[src/hdl/mrc_pkg.sv]
// shared types and constants for the motion range classifier
package mrc_pkg;

  localparam int unsigned AngleW = 16;
  localparam int unsigned LimitW = 16;
  localparam int unsigned CountOutW = 9;
  localparam int unsigned RadW = 34;
  localparam int unsigned RootW = 17;

  localparam logic [1:0] REG_SMALL_LIMIT = 2'd0;
  localparam logic [1:0] REG_LARGE_LIMIT = 2'd1;
  localparam logic [1:0] REG_RETURN_TOL  = 2'd2;

  localparam logic [LimitW-1:0] SMALL_LIMIT_RST = 16'd1920;
  localparam logic [LimitW-1:0] LARGE_LIMIT_RST = 16'd3840;
  localparam logic [LimitW-1:0] RETURN_TOL_RST  = 16'd640;

  localparam logic [1:0] SEL_RANGE = 2'd0;
  localparam logic [1:0] SEL_START = 2'd1;
  localparam logic [1:0] SEL_END   = 2'd2;

  localparam logic [1:0] CLASS_SMALL  = 2'd0;
  localparam logic [1:0] CLASS_MEDIUM = 2'd1;
  localparam logic [1:0] CLASS_LARGE  = 2'd2;

  typedef struct packed {
    logic       sample;
    logic       sq_a;
    logic       sq_b;
    logic       root_start;
    logic       root_store;
    logic [1:0] sel;
    logic       drift_en;
    logic       out_load;
  } cmd_t;

  typedef struct packed {
    logic close_hit;
    logic root_done;
    logic out_free;
  } status_t;

endpackage

[src/hdl/mrc_in_if.sv]
// sample channel: roll and pitch beat
interface mrc_in_if;
  logic               valid;
  logic               ready;
  logic signed [15:0] roll_angle;
  logic signed [15:0] pitch_angle;

  modport source (output valid, output roll_angle, output pitch_angle, input ready);
  modport sink (input valid, input roll_angle, input pitch_angle, output ready);
endinterface

[src/hdl/mrc_out_if.sv]
// result channel: range, class, drift, returned flag and count
interface mrc_out_if;
  logic               valid;
  logic               ready;
  logic        [15:0] range_magnitude;
  logic        [1:0]  motion_class;
  logic signed [15:0] tilt_drift;
  logic               returned;
  logic        [8:0]  sample_count;

  modport source (
    output valid, output range_magnitude, output motion_class, output tilt_drift,
    output returned, output sample_count, input ready
  );
  modport sink (
    input valid, input range_magnitude, input motion_class, input tilt_drift,
    input returned, input sample_count, output ready
  );
endinterface

[src/hdl/motion_range_classifier.sv]
// top level: roll/pitch run tracker with range, class and drift report
// a sample that does not close the run leaves the input ready; the next beat is accepted right after it
// a closing beat reaches its result after three passes through the
// shared squarer and the bit-serial square root (17 steps each), then drift and class
// a finished result waits in the output register while new samples are taken
// reset clears the run, the output valid and loads the default limits
module motion_range_classifier #(
  parameter int unsigned MAX_SAMPLES = 256
) (
  input  logic            clk_i,
  input  logic            rst_ni,
  mrc_in_if.sink          in_if,
  mrc_out_if.source       out_if,
  input  logic            cfg_we_i,
  input  logic [1:0]      cfg_idx_i,
  input  logic [15:0]     cfg_data_i
);
  import mrc_pkg::*;

  cmd_t    cmd;
  status_t status;

  mrc_ctrl u_ctrl (
    .clk_i      (clk_i),
    .rst_ni     (rst_ni),
    .in_valid_i (in_if.valid),
    .in_ready_o (in_if.ready),
    .status_i   (status),
    .cmd_o      (cmd)
  );

  mrc_dp #(
    .MAX_SAMPLES (MAX_SAMPLES)
  ) u_dp (
    .clk_i             (clk_i),
    .rst_ni            (rst_ni),
    .cmd_i             (cmd),
    .status_o          (status),
    .roll_angle_i      (in_if.roll_angle),
    .pitch_angle_i     (in_if.pitch_angle),
    .cfg_we_i          (cfg_we_i),
    .cfg_idx_i         (cfg_idx_i),
    .cfg_data_i        (cfg_data_i),
    .out_valid_o       (out_if.valid),
    .out_ready_i       (out_if.ready),
    .range_magnitude_o (out_if.range_magnitude),
    .motion_class_o    (out_if.motion_class),
    .tilt_drift_o      (out_if.tilt_drift),
    .returned_o        (out_if.returned),
    .sample_count_o    (out_if.sample_count)
  );
endmodule

[src/hdl/mrc_sqrt.sv]
// bit-serial integer square root, two radicand bits per cycle
module mrc_sqrt (
  input  logic                      clk_i,
  input  logic                      rst_ni,
  input  logic                      start_i,
  input  logic [mrc_pkg::RadW-1:0]  radicand_i,
  output logic                      done_o,
  output logic [mrc_pkg::RootW-1:0] root_o
);
  import mrc_pkg::*;

  localparam int unsigned RemW = RootW + 3;
  localparam int unsigned CntW = $clog2(RootW);
  localparam logic [CntW-1:0] LastStep = CntW'(RootW - 1);

  logic            busy_q, busy_d;
  logic            done_q, done_d;
  logic [CntW-1:0] cnt_q, cnt_d;
  logic [RadW-1:0] rad_q, rad_d;
  logic [RemW-1:0] rem_q, rem_d;
  logic [RootW-1:0] root_q, root_d;
  logic [RemW-1:0] rem_sh;
  logic [RemW-1:0] trial;

  assign rem_sh = {rem_q[RemW-3:0], rad_q[RadW-1 -: 2]};
  assign trial  = RemW'({root_q, 2'b01});

  always_comb begin
    busy_d = busy_q;
    done_d = 1'b0;
    cnt_d  = cnt_q;
    rad_d  = rad_q;
    rem_d  = rem_q;
    root_d = root_q;
    if (start_i) begin
      busy_d = 1'b1;
      cnt_d  = '0;
      rad_d  = radicand_i;
      rem_d  = '0;
      root_d = '0;
    end else if (busy_q) begin
      rad_d = {rad_q[RadW-3:0], 2'b00};
      if (rem_sh >= trial) begin
        rem_d  = rem_sh - trial;
        root_d = {root_q[RootW-2:0], 1'b1};
      end else begin
        rem_d  = rem_sh;
        root_d = {root_q[RootW-2:0], 1'b0};
      end
      if (cnt_q == LastStep) begin
        busy_d = 1'b0;
        done_d = 1'b1;
      end else begin
        cnt_d = cnt_q + CntW'(1);
      end
    end
  end

  always_ff @(posedge clk_i or negedge rst_ni) begin
    if (!rst_ni) begin
      busy_q <= 1'b0;
      done_q <= 1'b0;
      cnt_q  <= '0;
    end else begin
      busy_q <= busy_d;
      done_q <= done_d;
      cnt_q  <= cnt_d;
    end
  end

  always_ff @(posedge clk_i) begin
    rad_q  <= rad_d;
    rem_q  <= rem_d;
    root_q <= root_d;
  end

  assign done_o = done_q;
  assign root_o = root_q;
endmodule

[src/hdl/mrc_ctrl.sv]
// sequencer: sample intake, three root passes, result handoff
module mrc_ctrl (
  input  logic             clk_i,
  input  logic             rst_ni,
  input  logic             in_valid_i,
  output logic             in_ready_o,
  input  mrc_pkg::status_t status_i,
  output mrc_pkg::cmd_t    cmd_o
);
  import mrc_pkg::*;

  localparam logic [2:0] S_IDLE  = 3'd0;
  localparam logic [2:0] S_SQA   = 3'd1;
  localparam logic [2:0] S_SQB   = 3'd2;
  localparam logic [2:0] S_ROOT  = 3'd3;
  localparam logic [2:0] S_WAIT  = 3'd4;
  localparam logic [2:0] S_DRIFT = 3'd5;
  localparam logic [2:0] S_FIN   = 3'd6;

  logic [2:0] state_q, state_d;
  logic [1:0] sel_q, sel_d;
  logic       accept;

  assign in_ready_o = (state_q == S_IDLE);
  assign accept     = in_valid_i && in_ready_o;

  always_comb begin
    state_d = state_q;
    sel_d   = sel_q;
    cmd_o   = '0;
    cmd_o.sel = sel_q;
    unique case (state_q)
      S_IDLE: begin
        cmd_o.sample = accept;
        if (accept && status_i.close_hit) begin
          sel_d   = SEL_RANGE;
          state_d = S_SQA;
        end
      end
      S_SQA: begin
        cmd_o.sq_a = 1'b1;
        state_d    = S_SQB;
      end
      S_SQB: begin
        cmd_o.sq_b = 1'b1;
        state_d    = S_ROOT;
      end
      S_ROOT: begin
        cmd_o.root_start = 1'b1;
        state_d          = S_WAIT;
      end
      S_WAIT: begin
        if (status_i.root_done) begin
          cmd_o.root_store = 1'b1;
          if (sel_q == SEL_END) begin
            state_d = S_DRIFT;
          end else begin
            sel_d   = sel_q + 2'd1;
            state_d = S_SQA;
          end
        end
      end
      S_DRIFT: begin
        cmd_o.drift_en = 1'b1;
        state_d        = S_FIN;
      end
      S_FIN: begin
        if (status_i.out_free) begin
          cmd_o.out_load = 1'b1;
          state_d        = S_IDLE;
        end
      end
      default: begin
        state_d = S_IDLE;
      end
    endcase
  end

  always_ff @(posedge clk_i or negedge rst_ni) begin
    if (!rst_ni) begin
      state_q <= S_IDLE;
      sel_q   <= SEL_RANGE;
    end else begin
      state_q <= state_d;
      sel_q   <= sel_d;
    end
  end
endmodule

[src/hdl/mrc_dp.sv]
// datapath: run tracking, squaring, roots, classification and result register
module mrc_dp #(
  parameter int unsigned MAX_SAMPLES = 256
) (
  input  logic                              clk_i,
  input  logic                              rst_ni,
  input  mrc_pkg::cmd_t                     cmd_i,
  output mrc_pkg::status_t                  status_o,
  input  logic signed [mrc_pkg::AngleW-1:0] roll_angle_i,
  input  logic signed [mrc_pkg::AngleW-1:0] pitch_angle_i,
  input  logic                              cfg_we_i,
  input  logic [1:0]                        cfg_idx_i,
  input  logic [mrc_pkg::LimitW-1:0]        cfg_data_i,
  output logic                              out_valid_o,
  input  logic                              out_ready_i,
  output logic [15:0]                       range_magnitude_o,
  output logic [1:0]                        motion_class_o,
  output logic signed [15:0]                tilt_drift_o,
  output logic                              returned_o,
  output logic [mrc_pkg::CountOutW-1:0]     sample_count_o
);
  import mrc_pkg::*;

  localparam int unsigned CntW = $clog2(MAX_SAMPLES + 1);
  localparam logic [CntW-1:0] CountLast = CntW'(MAX_SAMPLES - 1);
  localparam int unsigned DriftW = RootW + 1;

  // configuration
  logic [LimitW-1:0] small_lim_q, large_lim_q, ret_tol_q;

  always_ff @(posedge clk_i or negedge rst_ni) begin
    if (!rst_ni) begin
      small_lim_q <= SMALL_LIMIT_RST;
      large_lim_q <= LARGE_LIMIT_RST;
      ret_tol_q   <= RETURN_TOL_RST;
    end else if (cfg_we_i) begin
      unique case (cfg_idx_i)
        REG_SMALL_LIMIT: small_lim_q <= cfg_data_i;
        REG_LARGE_LIMIT: large_lim_q <= cfg_data_i;
        REG_RETURN_TOL:  ret_tol_q   <= cfg_data_i;
        default: ;
      endcase
    end
  end

  // run state
  logic signed [AngleW-1:0] roll_lo_q, roll_hi_q, pitch_lo_q, pitch_hi_q;
  logic signed [AngleW-1:0] first_roll_q, first_pitch_q, last_roll_q, last_pitch_q;
  logic [CntW-1:0]          count_q;
  logic                     take;

  assign take = cmd_i.sample && (roll_angle_i != '0);

  always_ff @(posedge clk_i or negedge rst_ni) begin
    if (!rst_ni) begin
      roll_lo_q     <= '0;
      roll_hi_q     <= '0;
      pitch_lo_q    <= '0;
      pitch_hi_q    <= '0;
      first_roll_q  <= '0;
      first_pitch_q <= '0;
      last_roll_q   <= '0;
      last_pitch_q  <= '0;
      count_q       <= '0;
    end else if (cmd_i.out_load) begin
      roll_lo_q     <= '0;
      roll_hi_q     <= '0;
      pitch_lo_q    <= '0;
      pitch_hi_q    <= '0;
      first_roll_q  <= '0;
      first_pitch_q <= '0;
      last_roll_q   <= '0;
      last_pitch_q  <= '0;
      count_q       <= '0;
    end else if (take) begin
      if (count_q == '0) begin
        roll_lo_q     <= roll_angle_i;
        roll_hi_q     <= roll_angle_i;
        pitch_lo_q    <= pitch_angle_i;
        pitch_hi_q    <= pitch_angle_i;
        first_roll_q  <= roll_angle_i;
        first_pitch_q <= pitch_angle_i;
      end else begin
        if (roll_angle_i < roll_lo_q) roll_lo_q <= roll_angle_i;
        if (roll_angle_i > roll_hi_q) roll_hi_q <= roll_angle_i;
        if (pitch_angle_i < pitch_lo_q) pitch_lo_q <= pitch_angle_i;
        if (pitch_angle_i > pitch_hi_q) pitch_hi_q <= pitch_angle_i;
      end
      last_roll_q  <= roll_angle_i;
      last_pitch_q <= pitch_angle_i;
      count_q      <= count_q + CntW'(1);
    end
  end

  // operand select and shared squarer
  logic signed [AngleW:0]  op_a, op_b, op;
  logic signed [RadW-1:0]  sq_full;
  logic [RadW-1:0]         prod_q, acc_q;

  always_comb begin
    case (cmd_i.sel)
      SEL_START: begin
        op_a = {first_roll_q[AngleW-1], first_roll_q};
        op_b = {first_pitch_q[AngleW-1], first_pitch_q};
      end
      SEL_END: begin
        op_a = {last_roll_q[AngleW-1], last_roll_q};
        op_b = {last_pitch_q[AngleW-1], last_pitch_q};
      end
      default: begin
        op_a = {roll_hi_q[AngleW-1], roll_hi_q} - {roll_lo_q[AngleW-1], roll_lo_q};
        op_b = {pitch_hi_q[AngleW-1], pitch_hi_q} - {pitch_lo_q[AngleW-1], pitch_lo_q};
      end
    endcase
  end

  assign op      = cmd_i.sq_b ? op_b : op_a;
  assign sq_full = op * op;

  always_ff @(posedge clk_i) begin
    if (cmd_i.sq_a || cmd_i.sq_b) begin
      prod_q <= sq_full;
    end
    if (cmd_i.sq_b) begin
      acc_q <= prod_q;
    end
  end

  // square root and root results
  logic                    root_done;
  logic [RootW-1:0]        root;
  logic [RootW-1:0]        range_q, start_q, end_q;
  logic signed [DriftW-1:0] drift_q;

  mrc_sqrt u_sqrt (
    .clk_i      (clk_i),
    .rst_ni     (rst_ni),
    .start_i    (cmd_i.root_start),
    .radicand_i (acc_q + prod_q),
    .done_o     (root_done),
    .root_o     (root)
  );

  always_ff @(posedge clk_i) begin
    if (cmd_i.root_store) begin
      case (cmd_i.sel)
        SEL_START: start_q <= root;
        SEL_END:   end_q   <= root;
        default:   range_q <= root;
      endcase
    end
    if (cmd_i.drift_en) begin
      drift_q <= $signed({1'b0, end_q}) - $signed({1'b0, start_q});
    end
  end

  // classification and saturation
  logic [15:0]             mag;
  logic [1:0]              cls;
  logic [DriftW-1:0]       abs_drift;
  logic signed [15:0]      drift_sat;
  logic [31:0]             cnt_ext;
  logic [CountOutW-1:0]    cnt_sat;

  assign mag = range_q[RootW-1] ? 16'hFFFF : range_q[15:0];

  always_comb begin
    if (mag < small_lim_q) begin
      cls = CLASS_SMALL;
    end else if (mag >= large_lim_q) begin
      cls = CLASS_LARGE;
    end else begin
      cls = CLASS_MEDIUM;
    end
  end

  assign abs_drift = drift_q[DriftW-1] ? DriftW'(-drift_q) : DriftW'(drift_q);

  always_comb begin
    if (drift_q > $signed(DriftW'(32767))) begin
      drift_sat = 16'sh7FFF;
    end else if (drift_q < -$signed(DriftW'(32768))) begin
      drift_sat = -16'sh8000;
    end else begin
      drift_sat = drift_q[15:0];
    end
  end

  assign cnt_ext = 32'(count_q);
  assign cnt_sat = (cnt_ext > 32'd511) ? 9'd511 : cnt_ext[CountOutW-1:0];

  // result register
  logic out_valid_q;

  always_ff @(posedge clk_i or negedge rst_ni) begin
    if (!rst_ni) begin
      out_valid_q <= 1'b0;
    end else if (cmd_i.out_load) begin
      out_valid_q <= 1'b1;
    end else if (out_ready_i) begin
      out_valid_q <= 1'b0;
    end
  end

  always_ff @(posedge clk_i) begin
    if (cmd_i.out_load) begin
      range_magnitude_o <= mag;
      motion_class_o    <= cls;
      tilt_drift_o      <= drift_sat;
      returned_o        <= (abs_drift < DriftW'(ret_tol_q));
      sample_count_o    <= cnt_sat;
    end
  end

  assign out_valid_o        = out_valid_q;
  assign status_o.close_hit = (roll_angle_i == '0) || (count_q == CountLast);
  assign status_o.root_done = root_done;
  assign status_o.out_free  = !out_valid_q || out_ready_i;
endmodule

[src/flat_wrapper.sv]
// flat-port wrapper written by rule: the top's interface ports become plain ports
module motion_range_classifier_flat import mrc_pkg::*;
#(
  parameter int unsigned MAX_SAMPLES = 256
)
  (clk_i, rst_ni, cfg_we_i, cfg_idx_i, cfg_data_i, in_if_valid, in_if_roll_angle, in_if_pitch_angle, in_if_ready, out_if_valid, out_if_range_magnitude, out_if_motion_class, out_if_tilt_drift, out_if_returned, out_if_sample_count, out_if_ready);
  mrc_in_if in_if_i ();
  mrc_out_if out_if_i ();
  input  logic clk_i;
  input  logic rst_ni;
  input  logic cfg_we_i;
  input  logic [1:0] cfg_idx_i;
  input  logic [15:0] cfg_data_i;
  input wire logic [$bits(in_if_i.valid)-1:0] in_if_valid;
  input wire logic [$bits(in_if_i.roll_angle)-1:0] in_if_roll_angle;
  input wire logic [$bits(in_if_i.pitch_angle)-1:0] in_if_pitch_angle;
  output wire logic [$bits(in_if_i.ready)-1:0] in_if_ready;
  output wire logic [$bits(out_if_i.valid)-1:0] out_if_valid;
  output wire logic [$bits(out_if_i.range_magnitude)-1:0] out_if_range_magnitude;
  output wire logic [$bits(out_if_i.motion_class)-1:0] out_if_motion_class;
  output wire logic [$bits(out_if_i.tilt_drift)-1:0] out_if_tilt_drift;
  output wire logic [$bits(out_if_i.returned)-1:0] out_if_returned;
  output wire logic [$bits(out_if_i.sample_count)-1:0] out_if_sample_count;
  input wire logic [$bits(out_if_i.ready)-1:0] out_if_ready;
  assign in_if_i.valid = in_if_valid;
  assign in_if_i.roll_angle = in_if_roll_angle;
  assign in_if_i.pitch_angle = in_if_pitch_angle;
  assign in_if_ready = in_if_i.ready;
  assign out_if_valid = out_if_i.valid;
  assign out_if_range_magnitude = out_if_i.range_magnitude;
  assign out_if_motion_class = out_if_i.motion_class;
  assign out_if_tilt_drift = out_if_i.tilt_drift;
  assign out_if_returned = out_if_i.returned;
  assign out_if_sample_count = out_if_i.sample_count;
  assign out_if_i.ready = out_if_ready;
  motion_range_classifier #(.MAX_SAMPLES(MAX_SAMPLES)) u_core (.clk_i(clk_i), .rst_ni(rst_ni), .in_if(in_if_i), .out_if(out_if_i), .cfg_we_i(cfg_we_i), .cfg_idx_i(cfg_idx_i), .cfg_data_i(cfg_data_i));
endmodule
[config.mk]
export PLATFORM = sky130hd
export DESIGN_NAME = motion_range_classifier_flat
export DESIGN_NICKNAME = d
export VERILOG_FILES = /design/src/hdl/mrc_pkg.sv /design/src/hdl/mrc_in_if.sv /design/src/hdl/mrc_out_if.sv /design/src/hdl/motion_range_classifier.sv /design/src/hdl/mrc_sqrt.sv /design/src/hdl/mrc_ctrl.sv /design/src/hdl/mrc_dp.sv /design/src/flat_wrapper.sv
export SDC_FILE = /design/constraint.sdc
export NUM_CORES = 2
export LEC_CHECK = 0
export ABC_CLOCK_PERIOD_IN_PS = 11200
export BUFFER_PORTS_ARGS = -buffer_cell sky130_fd_sc_hd__buf_2
export CAP_MARGIN = 15
export CORE_ASPECT_RATIO = 1.5
export CORE_MARGIN = 3
export CORE_UTILIZATION = 35
export DETAILED_ROUTE_END_ITERATION = 12
export GPL_TIMING_DRIVEN = 0
export PLACE_DENSITY = 0.59
export RECOVER_POWER = 50
export SLEW_MARGIN = 10
export SYNTH_ARGS = -nofsm -noshare
export SYNTH_HDL_FRONTEND = slang
export SYNTH_SLANG_ARGS = --single-unit
[constraint.sdc]
create_clock -name clk_i -period 11.2 [get_ports clk_i]
set_input_delay 3.36 -clock clk_i [delete_from_list [all_inputs] [get_ports clk_i]]
set_output_delay 3.36 -clock clk_i [all_outputs]
set_load 0.01 [all_outputs]
Yosys cells after proc, flatten, opt, wreduce, memory -nomap -nowiden
Index checks and enable logic that the tools add are counted.
- bits in registers: 448
- bits of input ports: 55
- output and inout port bits: 46
- logic and storage cells: 175
- reduce and logical (&&, ||, !) cells: 36
- bitwise logic cells: 1
- add/subtract/negate cells: 9
- $lt $le $gt $ge: 11
- eq/ne operators: 17
- multipliers: 1
- muxes and demuxes: 68
- operators with widths (operator ; count):
    2-to-1 mux 16 bit ; 28
    2-to-1 mux 34 bit ; 2
    one-hot mux 17 bit (2 select lines) ; 2
    < comparator 16 bit ; 3
    2-to-1 mux 18 bit ; 2
    adder 34 bit ; 1
    multiplier 17 x 17 -> 34 bit ; 1
    subtractor 16 x 16 -> 17 bit ; 2
    > comparator 16 bit ; 2
    AND reduction 2 bit ; 12
    one-hot mux 3 bit (7 select lines) ; 1
    greater-or-equal comparator 20 x 19 -> 1 bit ; 1
    > comparator 18 x 16 -> 1 bit (second input constant) ; 1
    < comparator 18 x 16 -> 1 bit ; 1
    < comparator 18 x 16 -> 1 bit (second input constant) ; 1
    2-to-1 mux 1 bit ; 18
    2-to-1 mux 9 bit ; 2
    negator 18 bit ; 1
    subtractor 17 x 17 -> 18 bit ; 1
    subtractor 18 bit ; 1
    2-to-1 mux 17 bit ; 1
    greater-or-equal comparator 16 bit ; 1
    logical NOT 16 bit ; 1
    nonzero test 16 bit ; 1
    29 further kinds ; 56

Depth between registers and ports, before layout
- depth after elaboration: 6
- gate-level depth with buffers: 37
- mapped depth without buffers: 34

Hierarchy
Synthesis repeated with hierarchy kept, for this count alone.
- cell total of the unflattened synthesis: 3481
- area total of the unflattened synthesis: 34957.3 um2
- by module, submodules not included (module ; area an instance (um2) ; cells an instance ; times used):
    mrc_dp ; 30355.4 ; 3028 ; 1
    mrc_sqrt ; 4214.0 ; 409 ; 1
    mrc_ctrl ; 387.9 ; 44 ; 1

Worst setup path after synthesis
Ideal clock, no wire load.
- path type: reg2reg
- start point: reg u_core.u_dp.roll_hi_q[0]
- end point: reg u_core.u_dp.prod_q[33], data pin
- setup slack: 2.902 ns
- cell stages (with the launch flop): 35
- setup time: 0.260 ns
- data arrival time: 8.038 ns
- data required time: 10.940 ns
- path through: dfrtp_1 > inv_1 > ha_1 > fa_1 > nor2b_4 > o31ai_4 > a21oi_2 > o221a_4 > o211a_1 > o21a_1 > o41a_1 > o22a_2 > clkinv_2 > buf_6 > buf_8 > nand2_1 > fa_1 > inv_1 > fa_1 > fa_1 > fa_1 > fa_1 > inv_1 > fa_1 > inv_1 > ha_1 > a21oi_1 > o21ai_1 > a21o_1 > a21oi_1 > o21ai_1 > a2111oi_1 > o31ai_1 > a21oi_1 > xnor2_1
- cells in the longest elaborated chain, start to end: 4
- RTL lines (item ; line ; text):
    start: declaration ; mrc_dp.sv:47 ; logic signed [AngleW-1:0] roll_lo_q, roll_hi_q, pitch_lo_q, pitch_hi_q;
    start signal: assignment ; mrc_dp.sv:78 ; roll_hi_q <= roll_angle_i;
    start signal: assignment ; mrc_dp.sv:85 ; if (roll_angle_i > roll_hi_q) roll_hi_q <= roll_angle_i;
    subtractor 16 x 16 -> 17 bit ; mrc_dp.sv:111 ; op_a = {roll_hi_q[AngleW-1], roll_hi_q} - {roll_lo_q[AngleW-1], roll_lo_q};
    one-hot mux 17 bit (2 select lines) ; mrc_dp.sv:101 ; case (cmd_i.sel)
    2-to-1 mux 17 bit ; mrc_dp.sv:117 ; assign op = cmd_i.sq_b ? op_b : op_a;
    multiplier 17 x 17 -> 34 bit ; mrc_dp.sv:118 ; assign sq_full = op * op;
    net u_core.u_dp.sq_full[33] ; mrc_dp.sv:97 ; logic signed [RadW-1:0] sq_full;
    end signal: assignment ; mrc_dp.sv:122 ; prod_q <= sq_full;
    end: declaration ; mrc_dp.sv:98 ; logic [RadW-1:0] prod_q, acc_q;
The timed path passes the listed nets, and every way through them passes these cells.
A chain may end at the register's enable or synchronous reset.

Worst setup path after layout
- start point: reg u_core.u_ctrl.sel_q[0]
- end point: reg u_core.u_dp.prod_q[33], data pin
- cells in the longest elaborated chain, start to end: 4
- elaborated cells between the ends (all ways): 6
- those cells by class: 1 x mul; 2 x eq/ne; 3 x mux
- RTL lines (item ; line ; text):
    start: declaration ; mrc_ctrl.sv:21 ; logic [1:0] sel_q, sel_d;
    start signal: assignment ; mrc_ctrl.sv:85 ; sel_q <= sel_d;
    equality test 2 bit / equality test 2 x 1 -> 1 bit (equally long branches) ; mrc_dp.sv:101 ;
    one-hot mux 17 bit (2 select lines) ; mrc_dp.sv:101 ;
    2-to-1 mux 17 bit * ; mrc_dp.sv:117 ;
    multiplier 17 x 17 -> 34 bit * ; mrc_dp.sv:118 ;
    net u_core.u_dp.sq_full[33] ; mrc_dp.sv:97 ;
Mark *: on every way through the listed nets, which the timed path passes. The rest lies on a longest branch.

==> metrics <==
Pins Over Slew Limit=135; worst hold margin=450.2 ps; synthesized area per cell=9.967 µm²; crit share post-route=92.52%; most used cell along the critical path=fa_1; quantity of gates resized following cts=0; switching pwr=829.5 µW; result of the run=finished, violations left; Primary FF master, synth=edfxtp_1; number of hold-slack violations in the final timing report=0; total gr overflow=0; part of the Yosys area used for sequential elements=34.75%; drt pass-1 iters=5; slowest CP cell=o31ai_1; vias in the first global route=26460; Max Freq=96.50 MHz; total global routing track utilization=17.38%; clock buffer count from CTS=48; routed wire length=88.53 mm; CTS clock-pin slew for the worst setup and hold paths=60 ps; num ports=101; switching power share of the total=23.25%; Post-Syn Nets=4115; number of synthesized flops with an enable pin=213; Mapped Area=34710 µm²; detailed-route DRC error count=0; Max FO, Critical Path=10; number of buffers on the longest clock path=3; placeable core area=97740 µm²; power density over the cells=92.75 nW/µm²; skew final=38.28 ps; final setup TNS=0 ps; Die H=391.7 µm; top cell type by total area after synthesis=edfxtp_1; share of the synthesized area in the top cell type=18.42%; max incr delay on CP=1060 ps; post-CTS setup buffer count=0; Worst Setup Path Type=flip-flop to flip-flop; wire length of the first global-routing pass=142.1 mm; required time of the critical path=11510 ps; count of buffers from port buffering=100; VDD IR max=0.1034 mV; Final ANT Viol Nets=0; Synth warnings=0; vias per cell=5.064; violations in the final reports=max-capacitance violations, max-slew violations; Area Overhead vs Synth=10.80%; depth of the worst hold-timing path=0; cell leakage power=0.01786 µW; Slew HR=-288.2%; total area of multi-input combinational cells=20080 µm²; launch instance of the worst register-to-register path=u_core.u_ctrl.sel_q[0]; end of the worst register-to-register path=u_core.u_dp.prod_q[33]; # fillers=9704; async set-reset flop share out of synthesis=44.39%; number of antenna violations at the first check in global routing=6; list of most frequent post-synthesis cells=inv_1 (505), nand2_1 (356), ha_1 (304); worst-case register-to-register setup slack=840 ps; CTS tree=built; Logic pwr share=4.9%; sequential cell fraction of total power=49.2%; RSZ-0062 raised after global routing=false; htree depth=2; most area-consuming cells after synthesis=edfxtp_1 (18%), fa_1 (16%), dfrtp_1 (14%); clock insertion delay at the later pin of the skew report=620 ps; clock share of power=45.9%; launching element of the worst setup path=u_core.u_ctrl.sel_q[0]; final setup fails=0; routed wirelength normalized by instance count=17.85 µm; maximum number of pins on one net before global-route repair=103; Via Count=25120; CTS Hold Buffers Added=0; end point of the critical path=u_core.u_dp.prod_q[33]; arrival time reported for the critical path endpoint=10680 ps; utilization after layout=39.35%; startpoint kind of the worst setup timing path=flip-flop; internal power consumption=2738 µW; DRC violation total after the first TritonRoute iteration=1535; number of max-cap violations=3; die width=263.1 µm; Cell Rows=140; Worst Reg2Reg Path Length in Cells=28; share of cells above drive strength 1=9.133%; initial cell density of the core=35.52%; FF+latch count, synth=446; pin slew with the least headroom to its limit=5823 ps; DPL Wire Length=70.15 mm; Root Buffer Master=clkbuf_16; last weighted congestion value of the routability-driven placer=0.8786; Final nets=4271; area occupied by registers=12060 µm²; Final Critical Period=10360 ps; type of element capturing the critical path=flip-flop; distinct cell type count of the synthesized netlist=103; total clock sinks=446; Syn Inst Count=3483; count leader, synth=inv_1; worst hold path class=flip-flop to flip-flop; Total Die Area=103100 µm²
[routing by layer]
| metal | vias to the layer above | track usage [%] | wire (µm) |
|---|---|---|---|
| li1 | 11960 | - | - |
| met1 | 12350 | 19.05 | 33430 |
| met2 | 594 | 32.64 | 46260 |
| met3 | 213 | 2.308 | 3718 |
| met4 | 6 | 8.837 | 5073 |
| met5 | - | 0 | 47 |
[placed cells by master (no fill, tap or decap), types with 37 or more instances in the layout]
cell,instances
nand2b_1,59
mux2_2,60
edfxtp_1,213
dfrtp_1,188
inv_1,506
nor2b_1,37
nor2_1,250
nand2_1,356
mux2i_1,54
a21oi_1,201
buf_2,115
clkbuf_16,49
fa_1,273
ha_1,304
xnor2_1,102
clkbuf_1,120
a21o_1,58
o21ai_0,131
[through the flow]
step / setup WS [ps] / instance area [µm²] / std cells / power, µW
3_5_place_dp: 936.8 / 36980 / 4867 / 1966
4_1_cts: 877.1 / 38620 / 4957 / 3616
3_3_place_gp: 991.1 / 36810 / 4861 / 1958
5_1_grt: 132.1 / 38460 / 4960 / 3703
6_report: 837.3 / 38460 / 4960 / 3568
2_1_floorplan: 2902 / 34710 / 3483 / 1887
[worst min-delay path by stage]
| stage | start | end | slack, ps |
|---|---|---|---|
| detailed placement | u_core.u_dp.prod_q[0] | u_core.u_dp.acc_q[0] | 440 |
| floorplan | u_core.u_dp.prod_q[0] | u_core.u_dp.acc_q[0] | 430 |
| global placement | u_core.u_dp.prod_q[0] | u_core.u_dp.acc_q[0] | 440 |
| CTS | u_core.u_dp.prod_q[0] | u_core.u_dp.acc_q[0] | 450 |
| global route | u_core.u_dp.prod_q[0] | u_core.u_dp.acc_q[0] | 460 |
| finish | u_core.u_dp.prod_q[0] | u_core.u_dp.acc_q[0] | 450 |
[layout make-up]
type,instances,area share (%)
multi-input combinational,2384,52.19
sequential,446,31.36
inverter,517,5.048
tap,1278,4.157
clock buffer,61,3.435
timing repair buffer,106,1.480
buffer,136,1.470
clock inverter,29,0.8327
antenna,3,0.01952
[power groups by stage]
stage	clock, µW	combinational [µW]	sequential [µW]
floorplan	0	105	1780
global placement	0	170	1790
detailed placement	0	177	1790
CTS	1680	178	1760
global route	1740	201	1760
finish	1640	173	1760
[state kept, by name, summed over array words and instances (netlist names), 17 cells and up]
name and count:
u_core.u_dp.drift_q 18, u_core.u_dp.u_sqrt.root_o 17, u_core.u_dp.start_q 17, u_core.u_dp.u_sqrt.rad_q 34, u_core.u_dp.acc_q 33, u_core.u_dp.range_q 17, u_core.u_dp.end_q 17, u_core.u_dp.prod_q 33
u_core.u_dp.u_sqrt.rem_q 18
[worst max-delay path: cells and delay by family, from the launching register on]
| family | cells | cell delay [ps] |
|---|---|---|
| DFF | 1 | 400 |
| buffers and inverters | 8 | 2440 |
| AOI/OAI and AO/OA | 10 | 2910 |
| adders and majority gates | 8 | 4040 |
| and+or+nand+nor | 1 | 110 |
| xor gates and xnor gates | 1 | 130 |
[cell families after synthesis]
kind of cell    count (synthesis)  share of synthesized area, %
mux                           124                         3.893
buf+inv                       653                         7.219
fa+ha+maj                     577                         26.70
flops                         446                         34.75
xor+xnor                      135                         3.406
simple gates                  923                         12.24
compound gates                625                         11.79
(Power assumes the default switching activity.)
